$ cat src/hdl/butterworth_lowpass_biquad_defines.svh
// ----------------------------------------------------------------------------
// Assertion macros for the biquad low-pass block
// Concurrent checks, clocked on the rising edge, off while reset is low.
// ----------------------------------------------------------------------------
`ifndef BUTTERWORTH_LOWPASS_BIQUAD_DEFINES_SVH
`define BUTTERWORTH_LOWPASS_BIQUAD_DEFINES_SVH

// Same-cycle implication.
`define BWLP_ASSERT_IMPL(label, clk, rst_n, ante, cons) \
    label: assert property (@(posedge clk) disable iff (!rst_n) (ante) |-> (cons)) \
        else $error("%m: same-cycle check failed");

// Next-cycle implication.
`define BWLP_ASSERT_NEXT(label, clk, rst_n, ante, cons) \
    label: assert property (@(posedge clk) disable iff (!rst_n) (ante) |=> (cons)) \
        else $error("%m: next-cycle check failed");

`endif

$ cat src/hdl/bwlp_pkg.sv
// ----------------------------------------------------------------------------
// bwlp_pkg
// Shared constants, status codes and types of the biquad low-pass block.
// ----------------------------------------------------------------------------
`default_nettype none

package bwlp_pkg;

    localparam int SAMPLE_WIDTH_DEF = 32;
    localparam int TS_W             = 64;
    localparam int COEF_W           = 23;
    localparam int STAT_W           = 2;

    localparam logic [COEF_W-1:0] COEF_RESET = 23'd65536;

    // Shared multiplier: 24x24 chunks over 48-bit operands.
    localparam int CHUNK_W = 24;
    localparam int OPER_W  = 2 * CHUNK_W;
    localparam int PROD_W  = 2 * OPER_W;

    localparam int DEN_W   = 48;
    localparam int CC_W    = 2 * COEF_W;
    localparam int S_W     = 41;
    localparam int S_SHIFT = 14;
    localparam int S_SUM_W = S_W + S_SHIFT;
    localparam int S_HALF  = 1 << (S_SHIFT - 1);
    localparam int Q_SHIFT = 32;

    // Numerator width beyond the sample width.
    localparam int NUM_EXTRA = 50;

    localparam logic [30:0]      SQRT2_Q30 = 31'd1518500250;
    localparam logic [DEN_W-1:0] ONE_Q32   = 48'h0001_0000_0000;
    localparam logic [DEN_W-1:0] TWO_Q32   = 48'h0002_0000_0000;

    localparam logic [STAT_W-1:0] STAT_UPDATED = 2'd0;
    localparam logic [STAT_W-1:0] STAT_FIRST   = 2'd1;
    localparam logic [STAT_W-1:0] STAT_REPEAT  = 2'd2;

    typedef struct packed {
        logic busy;
        logic done;
        logic ovf;
    } div_stat_t;

endpackage

`default_nettype wire

$ cat src/hdl/bwlp_div.sv
// ----------------------------------------------------------------------------
// bwlp_div
// Restoring divider, one quotient bit per cycle, rounded and range-checked.
// ----------------------------------------------------------------------------
`default_nettype none

module bwlp_div #(
    parameter int SAMPLE_WIDTH = bwlp_pkg::SAMPLE_WIDTH_DEF
) (
    input  logic                                         clk,
    input  logic                                         rst_n,
    input  logic                                         start,
    input  logic [SAMPLE_WIDTH+bwlp_pkg::NUM_EXTRA-1:0]  mag,
    input  logic [bwlp_pkg::DEN_W-1:0]                   den,
    output bwlp_pkg::div_stat_t                          stat,
    output logic [SAMPLE_WIDTH-1:0]                      quot
);

    import bwlp_pkg::*;

    localparam int NUM_W = SAMPLE_WIDTH + NUM_EXTRA;
    localparam int LOW_W = SAMPLE_WIDTH - 1;
    localparam int HI_W  = NUM_W - LOW_W;
    localparam int CNT_W = $clog2(SAMPLE_WIDTH);

    typedef enum logic [1:0] {D_IDLE, D_RUN, D_ROUND} dstate_t;

    dstate_t                 state_reg, state_next;
    logic [DEN_W-1:0]        rem_reg, rem_next;
    logic [LOW_W-1:0]        low_reg, low_next;
    logic [LOW_W-1:0]        q_reg, q_next;
    logic [CNT_W-1:0]        cnt_reg, cnt_next;
    logic                    done_reg, done_next;
    logic                    ovf_reg, ovf_next;
    logic [SAMPLE_WIDTH-1:0] quot_reg, quot_next;

    logic [HI_W-1:0]         hi;
    logic                    ovf_pre;
    logic [DEN_W:0]          trial;
    logic [DEN_W:0]          trial_sub;
    logic                    fits;
    logic                    round_up;
    logic [SAMPLE_WIDTH-1:0] q_full;

    assign hi        = mag[NUM_W-1:LOW_W];
    assign ovf_pre   = hi >= HI_W'(den);
    assign trial     = {rem_reg, low_reg[LOW_W-1]};
    assign fits      = trial >= {1'b0, den};
    assign trial_sub = trial - {1'b0, den};
    assign round_up  = {rem_reg, 1'b0} >= {1'b0, den};
    assign q_full    = {1'b0, q_reg} + SAMPLE_WIDTH'(round_up);

    always_comb
    begin
        state_next = state_reg;
        rem_next   = rem_reg;
        low_next   = low_reg;
        q_next     = q_reg;
        cnt_next   = cnt_reg;
        done_next  = 1'b0;
        ovf_next   = ovf_reg;
        quot_next  = quot_reg;
        case (state_reg)
            D_IDLE:
            begin
                if (start)
                begin
                    if (ovf_pre)
                    begin
                        done_next = 1'b1;
                        ovf_next  = 1'b1;
                    end
                    else
                    begin
                        rem_next   = hi[DEN_W-1:0];
                        low_next   = mag[LOW_W-1:0];
                        q_next     = '0;
                        cnt_next   = CNT_W'(LOW_W);
                        state_next = D_RUN;
                    end
                end
            end
            D_RUN:
            begin
                rem_next = fits ? trial_sub[DEN_W-1:0] : trial[DEN_W-1:0];
                low_next = {low_reg[LOW_W-2:0], 1'b0};
                q_next   = {q_reg[LOW_W-2:0], fits};
                cnt_next = cnt_reg - 1'b1;
                if (cnt_reg == CNT_W'(1))
                begin
                    state_next = D_ROUND;
                end
            end
            D_ROUND:
            begin
                quot_next  = q_full;
                ovf_next   = q_full[SAMPLE_WIDTH-1];
                done_next  = 1'b1;
                state_next = D_IDLE;
            end
            default:
            begin
                state_next = D_IDLE;
            end
        endcase
    end

    always_ff @(posedge clk or negedge rst_n)
    begin
        if (!rst_n)
        begin
            state_reg <= D_IDLE;
            rem_reg   <= '0;
            low_reg   <= '0;
            q_reg     <= '0;
            cnt_reg   <= '0;
            done_reg  <= 1'b0;
            ovf_reg   <= 1'b0;
            quot_reg  <= '0;
        end
        else
        begin
            state_reg <= state_next;
            rem_reg   <= rem_next;
            low_reg   <= low_next;
            q_reg     <= q_next;
            cnt_reg   <= cnt_next;
            done_reg  <= done_next;
            ovf_reg   <= ovf_next;
            quot_reg  <= quot_next;
        end
    end

    assign stat.busy = (state_reg != D_IDLE);
    assign stat.done = done_reg;
    assign stat.ovf  = ovf_reg;
    assign quot      = quot_reg;

endmodule

`default_nettype wire

$ cat src/hdl/butterworth_lowpass_biquad.sv
// ----------------------------------------------------------------------------
// butterworth_lowpass_biquad
// Second-order low-pass filter on signed fixed-point samples with timestamps.
// ----------------------------------------------------------------------------
// Usage:
//   s_* carries one sample and its timestamp per transfer; m_* returns one
//   result per input: the filter output in m_tdata and a status code in
//   m_tuser (updated, first sample skipped, repeated timestamp skipped).
//   cfg_* writes the prewarp coefficient and is always ready; it must be
//   written only while the filter is idle, which the block does not enforce.
//   A filtered item runs four multiplies on one 24x24 multiplier
//   (c*c, c*sqrt2, two feedback terms), then a restoring divide of one bit
//   per cycle, which stops at its start if the upper numerator bits already
//   overflow; the result then passes through the push state to the output.
//   A skipped item goes straight from idle to the push state.
//   s_tready rises with m_tvalid, so a new item enters only after the last
//   result is pushed; the next item may enter while a result still waits.
//   When the receiver stalls, the result holds in the output register and a
//   following result waits inside the block, with s_tready low, until it drains.
//   Reset clears the histories and the stored time and loads c = 1.0.
// ----------------------------------------------------------------------------
`default_nettype none

`include "butterworth_lowpass_biquad_defines.svh"

module butterworth_lowpass_biquad #(
    parameter int SAMPLE_WIDTH = bwlp_pkg::SAMPLE_WIDTH_DEF
) (
    input  logic                                   clk,
    input  logic                                   rst_n,
    input  logic                                   cfg_valid,
    output logic                                   cfg_ready,
    input  logic [bwlp_pkg::COEF_W-1:0]            cfg_data,
    input  logic                                   s_tvalid,
    output logic                                   s_tready,
    // sample, timestamp
    input  logic [((SAMPLE_WIDTH+bwlp_pkg::TS_W+7)/8)*8-1:0] s_tdata,
    output logic                                   m_tvalid,
    input  logic                                   m_tready,
    // filtered
    output logic [((SAMPLE_WIDTH+7)/8)*8-1:0]      m_tdata,
    // status
    output logic [bwlp_pkg::STAT_W-1:0]            m_tuser
);

    import bwlp_pkg::*;

    localparam int NUM_W = SAMPLE_WIDTH + NUM_EXTRA;
    localparam int SUM_W = SAMPLE_WIDTH + 2;
    localparam int OUT_W = ((SAMPLE_WIDTH + 7) / 8) * 8;

    localparam logic signed [SAMPLE_WIDTH-1:0] Y_MAX = {1'b0, {(SAMPLE_WIDTH-1){1'b1}}};
    localparam logic signed [SAMPLE_WIDTH-1:0] Y_MIN = {1'b1, {(SAMPLE_WIDTH-1){1'b0}}};

    typedef enum logic [2:0] {
        ST_IDLE,
        ST_MUL,
        ST_POST,
        ST_COEF,
        ST_DIV_START,
        ST_DIV_WAIT,
        ST_PUSH
    } state_t;

    typedef enum logic [1:0] {OP_CC, OP_S, OP_Y2, OP_Y1} op_t;

    state_t                          state_reg, state_next;
    op_t                             op_reg, op_next;
    logic [1:0]                      cnt_reg, cnt_next;
    logic [COEF_W-1:0]               coef_reg, coef_next;
    logic signed [SAMPLE_WIDTH-1:0]  x0_reg, x0_next;
    logic signed [SAMPLE_WIDTH-1:0]  x1_reg, x1_next;
    logic signed [SAMPLE_WIDTH-1:0]  x2_reg, x2_next;
    logic signed [SAMPLE_WIDTH-1:0]  y1_reg, y1_next;
    logic signed [SAMPLE_WIDTH-1:0]  y2_reg, y2_next;
    logic [TS_W-1:0]                 last_time_reg, last_time_next;
    logic [OPER_W-1:0]               a_reg, a_next;
    logic [OPER_W-1:0]               b_reg, b_next;
    logic [PROD_W-1:0]               prod_reg, prod_next;
    logic                            prod_neg_reg, prod_neg_next;
    logic [CC_W-1:0]                 cc_reg, cc_next;
    logic [S_W-1:0]                  s_reg, s_next;
    logic [DEN_W-1:0]                den_reg, den_next;
    logic [DEN_W-1:0]                a1_mag_reg, a1_mag_next;
    logic                            a1_neg_reg, a1_neg_next;
    logic signed [NUM_W-1:0]         num_reg, num_next;
    logic signed [SAMPLE_WIDTH-1:0]  res_data_reg, res_data_next;
    logic [STAT_W-1:0]               res_stat_reg, res_stat_next;
    logic                            m_valid_reg, m_valid_next;
    logic [SAMPLE_WIDTH-1:0]         m_data_reg, m_data_next;
    logic [STAT_W-1:0]               m_stat_reg, m_stat_next;

    logic signed [SAMPLE_WIDTH-1:0]  in_sample;
    logic [TS_W-1:0]                 in_ts;
    logic [CHUNK_W-1:0]              a_chunk;
    logic [CHUNK_W-1:0]              b_chunk;
    logic [2*CHUNK_W-1:0]            partial;
    logic [PROD_W-1:0]               partial_ext;
    logic [1:0]                      chunk_pos;
    logic [PROD_W-1:0]               partial_sh;
    logic [S_SUM_W-1:0]              s_sum;
    logic [DEN_W-1:0]                den_calc;
    logic [DEN_W-1:0]                a2_calc;
    logic [DEN_W-1:0]                two_cc;
    logic signed [SUM_W-1:0]         x_sum;
    logic signed [NUM_W-1:0]         num_init;
    logic signed [NUM_W-1:0]         prod_ext;
    logic signed [NUM_W-1:0]         num_upd;
    logic [SAMPLE_WIDTH-1:0]         y1_mag;
    logic [SAMPLE_WIDTH-1:0]         y2_mag;
    logic [NUM_W-1:0]                num_mag;
    logic signed [SAMPLE_WIDTH-1:0]  y_new;
    logic                            div_start;
    div_stat_t                       div_stat;
    logic [SAMPLE_WIDTH-1:0]         div_quot;

    assign in_sample = signed'(s_tdata[SAMPLE_WIDTH-1:0]);
    assign in_ts     = s_tdata[SAMPLE_WIDTH+TS_W-1:SAMPLE_WIDTH];

    // shared multiplier, one chunk pair per cycle
    assign a_chunk     = cnt_reg[1] ? a_reg[OPER_W-1:CHUNK_W] : a_reg[CHUNK_W-1:0];
    assign b_chunk     = cnt_reg[0] ? b_reg[OPER_W-1:CHUNK_W] : b_reg[CHUNK_W-1:0];
    assign partial     = a_chunk * b_chunk;
    assign partial_ext = PROD_W'(partial);
    assign chunk_pos   = {1'b0, cnt_reg[1]} + {1'b0, cnt_reg[0]};

    always_comb
    begin
        case (chunk_pos)
            2'd0:    partial_sh = partial_ext;
            2'd1:    partial_sh = partial_ext << CHUNK_W;
            default: partial_sh = partial_ext << (2 * CHUNK_W);
        endcase
    end

    assign s_sum    = S_SUM_W'(prod_reg) + S_SUM_W'(S_HALF);
    assign den_calc = ONE_Q32 + DEN_W'(cc_reg) + DEN_W'(s_reg);
    assign a2_calc  = ONE_Q32 + DEN_W'(cc_reg) - DEN_W'(s_reg);
    assign two_cc   = DEN_W'({cc_reg, 1'b0});

    assign x_sum    = SUM_W'(x2_reg) + (SUM_W'(x1_reg) <<< 1) + SUM_W'(x0_reg);
    assign num_init = NUM_W'(x_sum) <<< Q_SHIFT;
    assign prod_ext = NUM_W'(prod_reg);
    assign num_upd  = prod_neg_reg ? num_reg + prod_ext : num_reg - prod_ext;
    assign num_mag  = num_reg[NUM_W-1] ? -num_reg : num_reg;

    assign y1_mag = y1_reg[SAMPLE_WIDTH-1] ? -y1_reg : y1_reg;
    assign y2_mag = y2_reg[SAMPLE_WIDTH-1] ? -y2_reg : y2_reg;

    always_comb
    begin
        if (div_stat.ovf)
        begin
            y_new = num_reg[NUM_W-1] ? Y_MIN : Y_MAX;
        end
        else
        begin
            y_new = num_reg[NUM_W-1] ? -signed'(div_quot) : signed'(div_quot);
        end
    end

    assign div_start = (state_reg == ST_DIV_START);

    bwlp_div #(
        .SAMPLE_WIDTH(SAMPLE_WIDTH)
    ) u_div (
        .clk   (clk),
        .rst_n (rst_n),
        .start (div_start),
        .mag   (num_mag),
        .den   (den_reg),
        .stat  (div_stat),
        .quot  (div_quot)
    );

    always_comb
    begin
        state_next     = state_reg;
        op_next        = op_reg;
        cnt_next       = cnt_reg;
        coef_next      = coef_reg;
        x0_next        = x0_reg;
        x1_next        = x1_reg;
        x2_next        = x2_reg;
        y1_next        = y1_reg;
        y2_next        = y2_reg;
        last_time_next = last_time_reg;
        a_next         = a_reg;
        b_next         = b_reg;
        prod_next      = prod_reg;
        prod_neg_next  = prod_neg_reg;
        cc_next        = cc_reg;
        s_next         = s_reg;
        den_next       = den_reg;
        a1_mag_next    = a1_mag_reg;
        a1_neg_next    = a1_neg_reg;
        num_next       = num_reg;
        res_data_next  = res_data_reg;
        res_stat_next  = res_stat_reg;
        m_valid_next   = m_valid_reg;
        m_data_next    = m_data_reg;
        m_stat_next    = m_stat_reg;

        if (cfg_valid)
        begin
            coef_next = cfg_data;
        end

        if (m_valid_reg && m_tready)
        begin
            m_valid_next = 1'b0;
        end

        case (state_reg)
            ST_IDLE:
            begin
                if (s_tvalid)
                begin
                    x2_next        = x1_reg;
                    x1_next        = x0_reg;
                    x0_next        = in_sample;
                    last_time_next = in_ts;
                    if (last_time_reg == '0 || in_ts == last_time_reg)
                    begin
                        res_data_next = y1_reg;
                        res_stat_next = (last_time_reg == '0) ? STAT_FIRST : STAT_REPEAT;
                        state_next    = ST_PUSH;
                    end
                    else
                    begin
                        a_next     = OPER_W'(coef_reg);
                        b_next     = OPER_W'(coef_reg);
                        prod_next  = '0;
                        cnt_next   = '0;
                        op_next    = OP_CC;
                        state_next = ST_MUL;
                    end
                end
            end
            ST_MUL:
            begin
                prod_next = prod_reg + partial_sh;
                cnt_next  = cnt_reg + 1'b1;
                if (cnt_reg == 2'd3)
                begin
                    state_next = ST_POST;
                end
            end
            ST_POST:
            begin
                case (op_reg)
                    OP_CC:
                    begin
                        cc_next    = prod_reg[CC_W-1:0];
                        a_next     = OPER_W'(coef_reg);
                        b_next     = OPER_W'(SQRT2_Q30);
                        prod_next  = '0;
                        op_next    = OP_S;
                        state_next = ST_MUL;
                    end
                    OP_S:
                    begin
                        s_next     = s_sum[S_SUM_W-1:S_SHIFT];
                        state_next = ST_COEF;
                    end
                    OP_Y2:
                    begin
                        num_next      = num_upd;
                        a_next        = OPER_W'(a1_mag_reg);
                        b_next        = OPER_W'(y1_mag);
                        prod_neg_next = a1_neg_reg ^ y1_reg[SAMPLE_WIDTH-1];
                        prod_next     = '0;
                        op_next       = OP_Y1;
                        state_next    = ST_MUL;
                    end
                    default:
                    begin
                        num_next   = num_upd;
                        state_next = ST_DIV_START;
                    end
                endcase
            end
            ST_COEF:
            begin
                den_next    = den_calc;
                a1_neg_next = two_cc > TWO_Q32;
                a1_mag_next = (two_cc > TWO_Q32) ? two_cc - TWO_Q32 : TWO_Q32 - two_cc;
                num_next    = num_init;
                a_next      = OPER_W'(a2_calc);
                b_next      = OPER_W'(y2_mag);
                prod_neg_next = y2_reg[SAMPLE_WIDTH-1];
                prod_next   = '0;
                op_next     = OP_Y2;
                state_next  = ST_MUL;
            end
            ST_DIV_START:
            begin
                state_next = ST_DIV_WAIT;
            end
            ST_DIV_WAIT:
            begin
                if (div_stat.done)
                begin
                    y2_next       = y1_reg;
                    y1_next       = y_new;
                    res_data_next = y_new;
                    res_stat_next = STAT_UPDATED;
                    state_next    = ST_PUSH;
                end
            end
            ST_PUSH:
            begin
                if (!m_valid_reg || m_tready)
                begin
                    m_valid_next = 1'b1;
                    m_data_next  = res_data_reg;
                    m_stat_next  = res_stat_reg;
                    state_next   = ST_IDLE;
                end
            end
            default:
            begin
                state_next = ST_IDLE;
            end
        endcase
    end

    always_ff @(posedge clk or negedge rst_n)
    begin
        if (!rst_n)
        begin
            state_reg     <= ST_IDLE;
            op_reg        <= OP_CC;
            cnt_reg       <= '0;
            coef_reg      <= COEF_RESET;
            x0_reg        <= '0;
            x1_reg        <= '0;
            x2_reg        <= '0;
            y1_reg        <= '0;
            y2_reg        <= '0;
            last_time_reg <= '0;
            a_reg         <= '0;
            b_reg         <= '0;
            prod_reg      <= '0;
            prod_neg_reg  <= 1'b0;
            cc_reg        <= '0;
            s_reg         <= '0;
            den_reg       <= '0;
            a1_mag_reg    <= '0;
            a1_neg_reg    <= 1'b0;
            num_reg       <= '0;
            res_data_reg  <= '0;
            res_stat_reg  <= STAT_UPDATED;
            m_valid_reg   <= 1'b0;
            m_data_reg    <= '0;
            m_stat_reg    <= STAT_UPDATED;
        end
        else
        begin
            state_reg     <= state_next;
            op_reg        <= op_next;
            cnt_reg       <= cnt_next;
            coef_reg      <= coef_next;
            x0_reg        <= x0_next;
            x1_reg        <= x1_next;
            x2_reg        <= x2_next;
            y1_reg        <= y1_next;
            y2_reg        <= y2_next;
            last_time_reg <= last_time_next;
            a_reg         <= a_next;
            b_reg         <= b_next;
            prod_reg      <= prod_next;
            prod_neg_reg  <= prod_neg_next;
            cc_reg        <= cc_next;
            s_reg         <= s_next;
            den_reg       <= den_next;
            a1_mag_reg    <= a1_mag_next;
            a1_neg_reg    <= a1_neg_next;
            num_reg       <= num_next;
            res_data_reg  <= res_data_next;
            res_stat_reg  <= res_stat_next;
            m_valid_reg   <= m_valid_next;
            m_data_reg    <= m_data_next;
            m_stat_reg    <= m_stat_next;
        end
    end

    assign cfg_ready = 1'b1;
    assign s_tready  = (state_reg == ST_IDLE);
    assign m_tvalid  = m_valid_reg;
    assign m_tdata   = OUT_W'(m_data_reg);
    assign m_tuser   = m_stat_reg;

    `BWLP_ASSERT_NEXT(a_accept_blocks, clk, rst_n, s_tvalid && s_tready, !s_tready)
    `BWLP_ASSERT_IMPL(a_div_start_idle, clk, rst_n, div_start, !div_stat.busy)
    `BWLP_ASSERT_IMPL(a_div_done_wait, clk, rst_n, div_stat.done, state_reg == ST_DIV_WAIT)
    `BWLP_ASSERT_IMPL(a_status_code, clk, rst_n, m_tvalid,
        m_tuser == STAT_UPDATED || m_tuser == STAT_FIRST || m_tuser == STAT_REPEAT)

endmodule

`default_nettype wire

$ cat config.mk
export PLATFORM = sky130hd
export DESIGN_NAME = butterworth_lowpass_biquad
export DESIGN_NICKNAME = d
export VERILOG_FILES = /design/src/hdl/bwlp_pkg.sv /design/src/hdl/bwlp_div.sv /design/src/hdl/butterworth_lowpass_biquad.sv
export VERILOG_INCLUDE_DIRS = /design/src /design/src/hdl
export SDC_FILE = /design/constraint.sdc
export NUM_CORES = 2
export LEC_CHECK = 0
export BUFFER_PORTS_ARGS = -buffer_cell sky130_fd_sc_hd__buf_2
export CAP_MARGIN = 30
export CELL_PAD_IN_SITES_DETAIL_PLACEMENT = 0
export CELL_PAD_IN_SITES_GLOBAL_PLACEMENT = 1
export CORE_ASPECT_RATIO = 0.75
export CORE_MARGIN = 2
export CORE_UTILIZATION = 54
export DETAILED_ROUTE_END_ITERATION = 16
export GPL_ROUTABILITY_DRIVEN = 0
export HOLD_SLACK_MARGIN = 0.06
export PLACE_DENSITY_LB_ADDON = 0.1
export SYNTH_ARGS = -nofsm -noshare
export SYNTH_HDL_FRONTEND = slang
export SYNTH_SLANG_ARGS = --single-unit
export TNS_END_PERCENT = 5
$ cat constraint.sdc
create_clock -name clk -period 22 [get_ports clk]
set_input_delay 6.6 -clock clk [delete_from_list [all_inputs] [get_ports clk]]
set_output_delay 6.6 -clock clk [all_outputs]
set_load 0.01 [all_outputs]
==> out/metrics.yaml <==
dp_slack_ns: 9.33
drc: 0
die_w_um: 460
fillers: 14100
grt_max_degree: 164
syn_area_um2: 84100
end_kind: "flop"
path_clk_slew_ns: 0.06
clockBufferDepth: 3
row_count: 125
p_leak_uw: 0.0446
final_cells: 12000
worst_ep_arrival_time_ns: 13.63
yosysMostFrequentCell: "nand2_1"
netlist_instances: 10100
drt-vias-per-instance: 6.19
synth_cell_types: 98
synth_area_leader_cell: "dfrtp_1"
ir_drop_uv: 62.3
critical_path_class: "flop to flop"
crit_path_frequent_cell: "fa_1"
p_per_area_nw_per_um2: 41.0
fmax_mhz: 77.0
drt_wl_total_mm: 294
portBuffers: 159
fin_setup_tns_ns: 0
hold_viol_final: 0
clock-sinks: 902
slowest_delay_ns: 1.04
reg2reg_depth: 42
antenna_found_initial: 11
cp.required_ns: 22.65
top_level_ports: 161
drive_above_1_share: 0.0742
ff_latch_area_um2: 22600
drt_pass1_iterations: 13
final.period_utilization: 0.590
dieArea_um2: 159000
post-cts-setup-buffers: 0
core-area_um2: 155000
setup_ws_ns: 9.02
critPathMaxFanout: 48
synthTopCellsByArea: "dfrtp_1, fa_1, ha_1, nand2_1, xnor2_1"
drtIter0Drc: 8808
cts_resized: 0
synth_top_area_frac: 0.268
routedWlPerCell_um: 24.5
grt_pass1_vias: 70700
syn_nets: 11300
min_from: "a1_mag_reg[3]"
worst_pin_slew_ns: 1.18
clk_latency_ns: 0.77
num-nets-final: 11100
r2r_start: "cnt_reg[1]"
multi_input_area_um2: 56400
cts_tree: "done"
yosysSeqAreaShare: 0.269
min_path_type: "flop to flop"
num_vias: 74400
crit-reg2reg-capture: "prod_reg[75]"
ctsHoldBuffers: 0
synth-seq-cells: 902
synth_area_per_cell_um2: 8.35
async_reset_ff_frac: 1.00
fp.dieH_um: 346
status: "finished, final reports clean"
finalMaxSlewViolations: 0
holdPathStages: 2
yosys_warnings: 0
grt_pass1_wl_mm: 446
critPathTopFamily: "adder cells"
root_buffer: "clkbuf_16"
skew_ns: 0.0427
critical_path.slowest_cell: "mux2i_1"
grt_overflow: 0
track_usage: 0.367
drv_cap: 0
start_util: 0.543
p_total_uw: 3690
whs_endpoint: "a1_mag_reg[3]"
worst-r2r-setup-slack_ns: 9.02
numCtsBuffers: 101
fin_crit_ns: 12.98
flow.area_growth_from_synthesis_pct: 7.23
ant_nets: 0
setup_viol_count_final: 0
synth_edf_count: 0
ys.flop_type: "dfrtp_1"
place_inst: 11800
hpwl_mm: 230
ys_top_cells_by_count: "nand2_1, dfrtp_1, inv_1"
slew_headroom: 0.188
crit_buf_inv: 5
cp-start-kind: "flop"
h-tree-depth: 3
rsz0062_at_grt: "false"
==> metrics by stage <==
| step | instance area [um^2] | hold slack, ns | util |
|---|---|---|---|
| CTS | 90000 | 0.482 | 0.582 |
| floorplan | 84100 | 0.442 | - |
| global route | 90100 | 0.498 | 0.583 |
| global placement | 86200 | 0.461 | 0.558 |
| finish | 90100 | 0.480 | 0.583 |
| detailed placement | 86300 | 0.469 | 0.558 |
==> power breakdown <==
part,switching [uW],leakage [uW],internal (uW),total (uW)
Combinational,53.8,0.0311,20.4,74.2
Sequential,10.2,0.0117,1660,1670
Clock,797,0.00182,1150,1950
Total,861,0.0446,2830,3690
==> kinds of logic (layout without fill, tap and decap cells) <==
group,Yosys count,in the layout,synth area share
buffers and inverters,1384,1295,0.0633
AND/OR/NAND/NOR,3292,3292,0.173
AO/OA/AOI/OAI,2414,2414,0.178
flip-flops,902,902,0.269
other,1,3,0.0000446
multiplexers,238,238,0.0310
XOR/XNOR,746,746,0.0777
adder cells (fa/ha/maj),1086,1086,0.208
==> layer usage <==
metal  vias up  track usage  part of all wire
li1      34000            -                 -
met1     36300        0.543              0.44
met2      3681        0.502              0.40
met3       431        0.127              0.13
met4        12       0.0984             0.031
met5         -      0.00151           0.00028
==> cell type report <==
cell class / instances / area share
well taps: 2032 / 0.0282
diodes: 2 / 0.0000555
flip-flops and latches: 902 / 0.250
inverters: 823 / 0.0343
multi-input cells: 7777 / 0.625
clock buffers: 136 / 0.0318
clock inverters: 53 / 0.00997
repair buffers: 283 / 0.0200
==> worst reg2reg max path, delay by kind of cell (launching register included) <==
family	cells	cell delay, ns
AO/OA/AOI/OAI	13	2.92
XOR/XNOR	1	0.26
flip-flops	1	0.40
AND/OR/NAND/NOR	13	2.77
multiplexers	1	1.09
buffers and inverters	5	0.84
adder cells (fa/ha/maj)	9	4.60
==> cells in the final DEF, fill, tap and decap left out, drive strengths merged, types with 56 or more instances in the layout <==
cell type,instances
ha,566
o31ai,98
nand3,168
and2,61
mux2,182
a21oi,643
dfrtp,901
or3,77
a21o,212
xnor2,402
buf,283
a31oi,88
fa,520
clkbuf,136
nor2b,82
nor2,771
nand4,109
nand2b,70
mux2i,56
xor2,344
o21bai,83
nor3,140
o22ai,122
and3,63
nor4,76
o21ai,703
nand2,1561
inv,824
==> worst max path at each step <==
stage	start	endpoint	slack [ns]	cells past startpoint
floorplan	cnt_reg[1]	prod_reg[75]	10.89	46
finish	cnt_reg[1]	prod_reg[75]	9.02	42
CTS	cnt_reg[1]	prod_reg[75]	9.28	42
detailed placement	cnt_reg[1]	prod_reg[75]	9.33	42
global route	cnt_reg[1]	prod_reg[75]	8.31	44
global placement	cnt_reg[1]	prod_reg[75]	9.50	44
Note: power is estimated with default switching activity, not from simulation.
